<file path="config.mk">
export PLATFORM = sky130hd
export DESIGN_NAME = mbb_src_walk
export DESIGN_NICKNAME = d
export VERILOG_FILES = /design/src/mbb_pkg.sv /design/src/mbb_src_walk.sv
export SDC_FILE = /design/constraint.sdc
export NUM_CORES = 1
export LEC_CHECK = 0
export ABC_AREA = 1
export BUFFER_PORTS_ARGS = -buffer_cell sky130_fd_sc_hd__buf_2
export CORE_MARGIN = 1
export CORE_UTILIZATION = 45
export DETAILED_ROUTE_END_ITERATION = 7
export PLACE_DENSITY = 0.65
export SYNTH_ARGS = -nofsm -noshare
export SYNTH_HDL_FRONTEND = slang
export SYNTH_SLANG_ARGS = --single-unit
</file>
<file path="constraint.sdc">
create_clock -name clk -period 18.4 [get_ports clk]
set_input_delay 3.68 -clock clk [delete_from_list [all_inputs] [get_ports clk]]
set_output_delay 3.68 -clock clk [all_outputs]
set_load 0.005 [all_outputs]
</file>
<file path="src/mbb_pkg.sv">
// Shared types and constants for the clipped monochrome bitmap blit.
// Command codes, register indexes, controller states and the structs passed
// between the source walker and the top level. No dependencies.
package mbb_pkg;

  localparam int DEST_BYTES_DEF = 8192;
  localparam int MAX_WIDTH_DEF  = 512;
  localparam int MAX_HEIGHT_DEF = 128;

  // copy_width and copy_height clamp here
  localparam logic [9:0] COPY_LIMIT = 10'd512;

  localparam int CFG_IDX_W  = 3;
  localparam int CFG_DATA_W = 10;

  typedef enum logic [1:0] {
    CMD_WRITE   = 2'd0,
    CMD_READ    = 2'd1,
    CMD_SOURCE  = 2'd2,
    CMD_RESTART = 2'd3
  } cmd_t;

  typedef enum logic [CFG_IDX_W-1:0] {
    REG_DEST_WIDTH  = 3'd0,
    REG_DEST_HEIGHT = 3'd1,
    REG_COPY_WIDTH  = 3'd2,
    REG_COPY_HEIGHT = 3'd3,
    REG_POS_X       = 3'd4,
    REG_POS_Y       = 3'd5
  } reg_idx_t;

  typedef enum logic [2:0] {
    ST_IDLE,
    ST_READ,
    ST_RD0,
    ST_MW0,
    ST_MW1,
    ST_FIN
  } state_t;

  typedef struct packed {
    logic [9:0] dest_width;
    logic [7:0] dest_height;
    logic [9:0] copy_width;
    logic [9:0] copy_height;
    logic [9:0] pos_x;   // two's complement
    logic [9:0] pos_y;   // two's complement
  } cfg_t;

  // One source word mapped onto the two destination bytes it can touch.
  typedef struct packed {
    logic [7:0]  mask0;
    logic [7:0]  bits0;
    logic [7:0]  mask1;
    logic [7:0]  bits1;
    logic [15:0] row_off;  // destination row times stride
    logic [7:0]  col0;     // byte column of first byte (valid when mask0 set)
    logic [7:0]  col1;     // byte column of second byte (valid when mask1 set)
    logic        done;     // this word closed the copy
  } pix_t;

endpackage

</file>
<file path="src/mbb_src_walk.sv">
// Source position counters and pixel mapping: turns one source word into
// masks and bits for two destination bytes plus the row offset.
// Depends on mbb_pkg.
module mbb_src_walk
  import mbb_pkg::*;
#(
  parameter int MAX_WIDTH  = MAX_WIDTH_DEF,
  parameter int MAX_HEIGHT = MAX_HEIGHT_DEF
) (
  input  logic       clk,
  input  logic       rst_n,
  input  cfg_t       cfg,
  input  logic       step,
  input  logic       restart,
  input  logic [7:0] data,
  output pix_t       pix
);

  logic [5:0]  bir_r, bir_nxt;
  logic [8:0]  row_r, row_nxt;
  pix_t        pix_r, pix_nxt;

  logic [9:0]  dw, cw, ch, rows;
  logic [7:0]  dh;
  logic [10:0] dw_round;
  logic [7:0]  stride;
  logic [6:0]  bpr;
  logic [11:0] dx0, dy, dx;
  logic [8:0]  col, base;
  logic        row_ok, last_byte, last_row;
  logic [7:0]  vld;
  logic [15:0] win_m, win_d;

  always_comb begin
    dw = (32'(cfg.dest_width) > MAX_WIDTH) ? 10'(MAX_WIDTH) : cfg.dest_width;
    dh = (32'(cfg.dest_height) > MAX_HEIGHT) ? 8'(MAX_HEIGHT) : cfg.dest_height;
    cw = (cfg.copy_width > COPY_LIMIT) ? COPY_LIMIT : cfg.copy_width;
    ch = (cfg.copy_height > COPY_LIMIT) ? COPY_LIMIT : cfg.copy_height;

    // rows padded to 32-bit words
    dw_round = {1'b0, dw} + 11'd31;
    stride   = {dw_round[10:5], 2'b00};

    bpr = 7'(({1'b0, cw} + 11'd7) >> 3);
    if (bpr == 7'd0) begin
      bpr = 7'd1;
    end
    rows = (ch == 10'd0) ? 10'd1 : ch;

    dx0 = {{2{cfg.pos_x[9]}}, cfg.pos_x} + {3'b000, bir_r, 3'b000};
    dy  = {{2{cfg.pos_y[9]}}, cfg.pos_y} + {3'b000, row_r};

    row_ok = ({1'b0, row_r} < ch) && !dy[11] && (dy < {4'b0000, dh});

    // vld[7] is the leftmost pixel of the word
    for (int b = 0; b < 8; b++) begin
      col = {bir_r, 3'b000} + 9'(b);
      dx  = dx0 + 12'(b);
      vld[7-b] = row_ok && ({1'b0, col} < cw) && !dx[11] && (dx < {2'b00, dw});
    end

    win_m = {vld, 8'h00} >> dx0[2:0];
    win_d = {data, 8'h00} >> dx0[2:0];
    base  = dx0[11:3];

    last_byte = ({1'b0, bir_r} + 7'd1) >= bpr;
    last_row  = ({1'b0, row_r} + 10'd1) >= rows;

    pix_nxt.mask0   = win_m[15:8];
    pix_nxt.bits0   = win_d[15:8];
    pix_nxt.mask1   = win_m[7:0];
    pix_nxt.bits1   = win_d[7:0];
    pix_nxt.row_off = dy[7:0] * stride;
    pix_nxt.col0    = base[7:0];
    pix_nxt.col1    = 8'(base + 9'd1);
    pix_nxt.done    = last_byte && last_row;

    bir_nxt = bir_r;
    row_nxt = row_r;
    if (restart) begin
      bir_nxt = '0;
      row_nxt = '0;
    end else if (step) begin
      if (last_byte) begin
        bir_nxt = '0;
        row_nxt = last_row ? 9'd0 : row_r + 9'd1;
      end else begin
        bir_nxt = bir_r + 6'd1;
      end
    end
  end

  always_ff @(posedge clk) begin
    if (!rst_n) begin
      bir_r <= '0;
      row_r <= '0;
    end else begin
      bir_r <= bir_nxt;
      row_r <= row_nxt;
    end
  end

  always_ff @(posedge clk) begin
    if (step) begin
      pix_r <= pix_nxt;
    end
  end

  assign pix = pix_r;

endmodule

</file>
==> results.txt <==
- Result of the run: finished clean
* IR Drop Worst-Case VDD: 0.0000337 V
* Remaining max-slew budget at the tightest pin: 37.0%
* Yosys warning total: 0
- Top delay family on crit path: simple AND/OR/NAND/NOR gates
- Max-capacitance violation count: 0
* Layout cell share with drive strength beyond 1: 13.3%
- In this run the cell area of the synthesized design comes to 0.00983 sq mm.
* Post-layout net count: 1731
- Total half-perimeter wirelength after legalization and detailed placement: 20500 um
- Of all nets on the critical path, the largest fanout is 10.
- Slowest cell on the critical path: fa_1
* Accumulated negative setup slack: 0 ns
* Total routing resource utilization after global routing: 23.6%
- Counting the fill cells in the layout gives 2127.
- In the routed design, unresolved DRC markers number 0.
- Hold violation count in the final report: 0
* Maximum clock frequency: 114 MHz
- Number of antenna repair diodes: 0
* Total CTS buffers: 9
- EDFF count, synth: 61
- Port bufs: 130
- The die is 150 um wide.
- Of all cell types, the one taking the most synthesized area is ha_1.
- Post-CTS Setup Repair Bufs: 0
- Setup violations remaining at the end of the flow were counted as 0.
* Unrepaired setup endpoints after global routing: false
* CTS tree: yes
* Count of different cell masters after synthesis: 54
* Number of buffers on the longest clock path: 2
- At the worst endpoint, the required time is 18.50 ns.
- Kind of capture point of the worst setup path: flop
* Cell types occupying the most area after synthesis: ha_1, edfxtp_1, nand2_1
- Multi-input combinational cell area: 0.00681 sq mm
* Cell Rows: 53
* DR pass1 iterations: 7
- The number of pins exceeding their max-slew limit in the final report came to 0.
- Number of antenna-violating nets in the routed design: 0
- Min-Delay Path Class: flop to flop
* Number of antenna violations at the first check in global routing: 0
- Via count of the first global-routing pass: 8565
- STA classifies the critical path startpoint as an input port.
- Area of all sequential standard cells: 0.00213 sq mm
- After synthesis, the share of flip-flops with an asynchronous set or reset is 0%.
- Clock skew: 0.0164 ns
- The worst path in the final design needs a cycle of 8.80 ns, including I/O delays and setup.
* Area growth, synth to finish: 12.3%
- Summed over all cells, the static leakage comes to 5.76 nW.
- 135 I/O pins were placed.
- Post-synthesis sequential area ratio: 21.7%
* Sinks on Clock Net: 76
- The critical path contains buffers and inverters numbering 4 combined.
- Weighted congestion reported at the end of routability-driven placement: 0.928
- The floorplan step defined a die boundary enclosing 0.0224 sq mm.
- Each instance of the synthesized netlist takes up on average 7.22 sq um.
- Largest stage delay on the critical path: 0.54 ns
- Hold is met by 0.569 ns.
* DR WL/cell: 14.5 um
- Worst setup path category: input port to flop
- The synthesized design devotes to its leading area cell type 18.7% of total area.
* Number of flip-flops and latches in the synthesized netlist: 76
- For this run, the leading register cell type out of synthesis is edfxtp_1.
* CTS hold repair buffers: 0
* Final worst-path cycle share: 47.8%
- Via total after detailed routing: 9252
* Most common cell after layout, fill and taps aside: nand2_1
- Arrival @ worst endpoint: 8.90 ns
- The number of gates resized after CTS was 0.
- Later-pin clock latency in the skew report: 0.35 ns
- Slew at the pin closest to its max-slew limit: 0.945 ns
* Total Routed Length: 25700 um
- CTS H-Tree Depth: 3
- Height of the die: 150 um
- Synthesis handed over a netlist of 1362 instances.
- Area of the core region: 0.0212 sq mm
- Clock transition time at the flip-flop clock pins of the worst setup and hold paths: 0.08 ns
- Pwr/cell area: 60.1 mW/mm^2
* First-pass GRT wire length: 41500 um
- The initial utilization of the core area, before any placement, comes to 46.3%.
* Vias/cell: 5.24
- Pin count of the biggest net entering global routing: 66
- Cell with the most instances on the worst path: nand2_1
* Clock root buffer: clkbuf_16
- Top library cells by usage in the layout, fill and taps aside: nand2_1, inv_1, ha_1
- Total global routing overflow: 0
- Number of DRC markers after the initial detailed-route iteration: 537
[registers in the layout, indices dropped and copies added, names as in the netlist]
name   count
pix       61
bir_r      6
row_r      9
[kinds of logic (layout without fill, tap and decap cells)]
kind of cell	after synthesis	after routing	synth area share (%)
buffers and inverters	236	356	9.42
AOI/OAI and AO/OA	170	170	9.73
xor gates and xnor gates	65	65	5.79
other	2	12	0.0764
adders and majority gates	174	174	24.2
and+or+nand+nor	634	634	28.6
muxes	5	5	0.509
DFF	76	76	21.7
[where the power goes]
| group | total, mW | switching [mW] | internal, mW |
|---|---|---|---|
| clock network | 0.191 | 0.0833 | 0.107 |
| logic | 0.257 | 0.157 | 0.100 |
| registers | 0.216 | 0.00470 | 0.212 |
[synth_stat cells, types with 6 or more instances]
cell type,number
nor2_1,126
nand2_1,323
nand3_1,103
buf_4,6
nand4_1,24
nand3b_1,7
nand2_2,12
fa_1,27
clkbuf_1,12
buf_2,7
a21oi_1,83
o21ai_0,45
ha_1,147
dfxtp_1,15
edfxtp_1,61
inv_2,9
nor3_1,9
inv_1,193
nand2_4,6
xor2_1,60
[final timing paths]
path | from | end | slack (ns) | cells past startpoint
max | cfg[48] | pix[31]$_DFFE_PP_ | 9.60 | 27
min | bir_r[4]$_SDFFE_PP0P_ | bir_r[4]$_SDFFE_PP0P_ | 0.57 | 2
max reg2reg | row_r[0]$_SDFFE_PP0P_ | pix[31]$_DFFE_PP_ | 13.02 | 22
min reg2reg | bir_r[4]$_SDFFE_PP0P_ | bir_r[4]$_SDFFE_PP0P_ | 0.57 | 2
[through the flow]
step | cell area [sq um] | util [%] | std cells | setup WS (ns) | total power [mW]
CTS | 11000 | 52.1 | 1767 | 9.61 | 0.668
finish | 11000 | 52.1 | 1767 | 9.60 | 0.664
global placement | 10700 | 50.6 | 1751 | 9.37 | 0.470
floorplan | 9870 | - | 1372 | 10.12 | 0.401
global route | 11000 | 52.1 | 1767 | 9.24 | 0.713
detailed placement | 10700 | 50.6 | 1751 | 9.28 | 0.475
[final cells by class]
cell class	count	share of cell area, %
Sequential cell	76	19.3
Multi-Input combinational cell	1060	61.7
Clock buffer	9	2.04
Timing Repair Buffer	132	6.03
Inverter	208	7.08
Tap cell	275	3.12
Clock inverter	7	0.759
[layer usage]
layer | wire, um | up-vias | GRT usage, %
met5 | 0 | - | 0
met4 | 669 | 0 | 9.09
met3 | 1300 | 44 | 2.01
met2 | 11400 | 269 | 37.1
met1 | 12400 | 4228 | 33.3
li1 | - | 4711 | -
[tightest hold or removal path, cell delays in order, from the launching register on]
cell	delay [ns]
dfxtp_1	0.37
nand2_1	0.09
a21oi_1	0.06
Power figures use the tool's default switching activity.
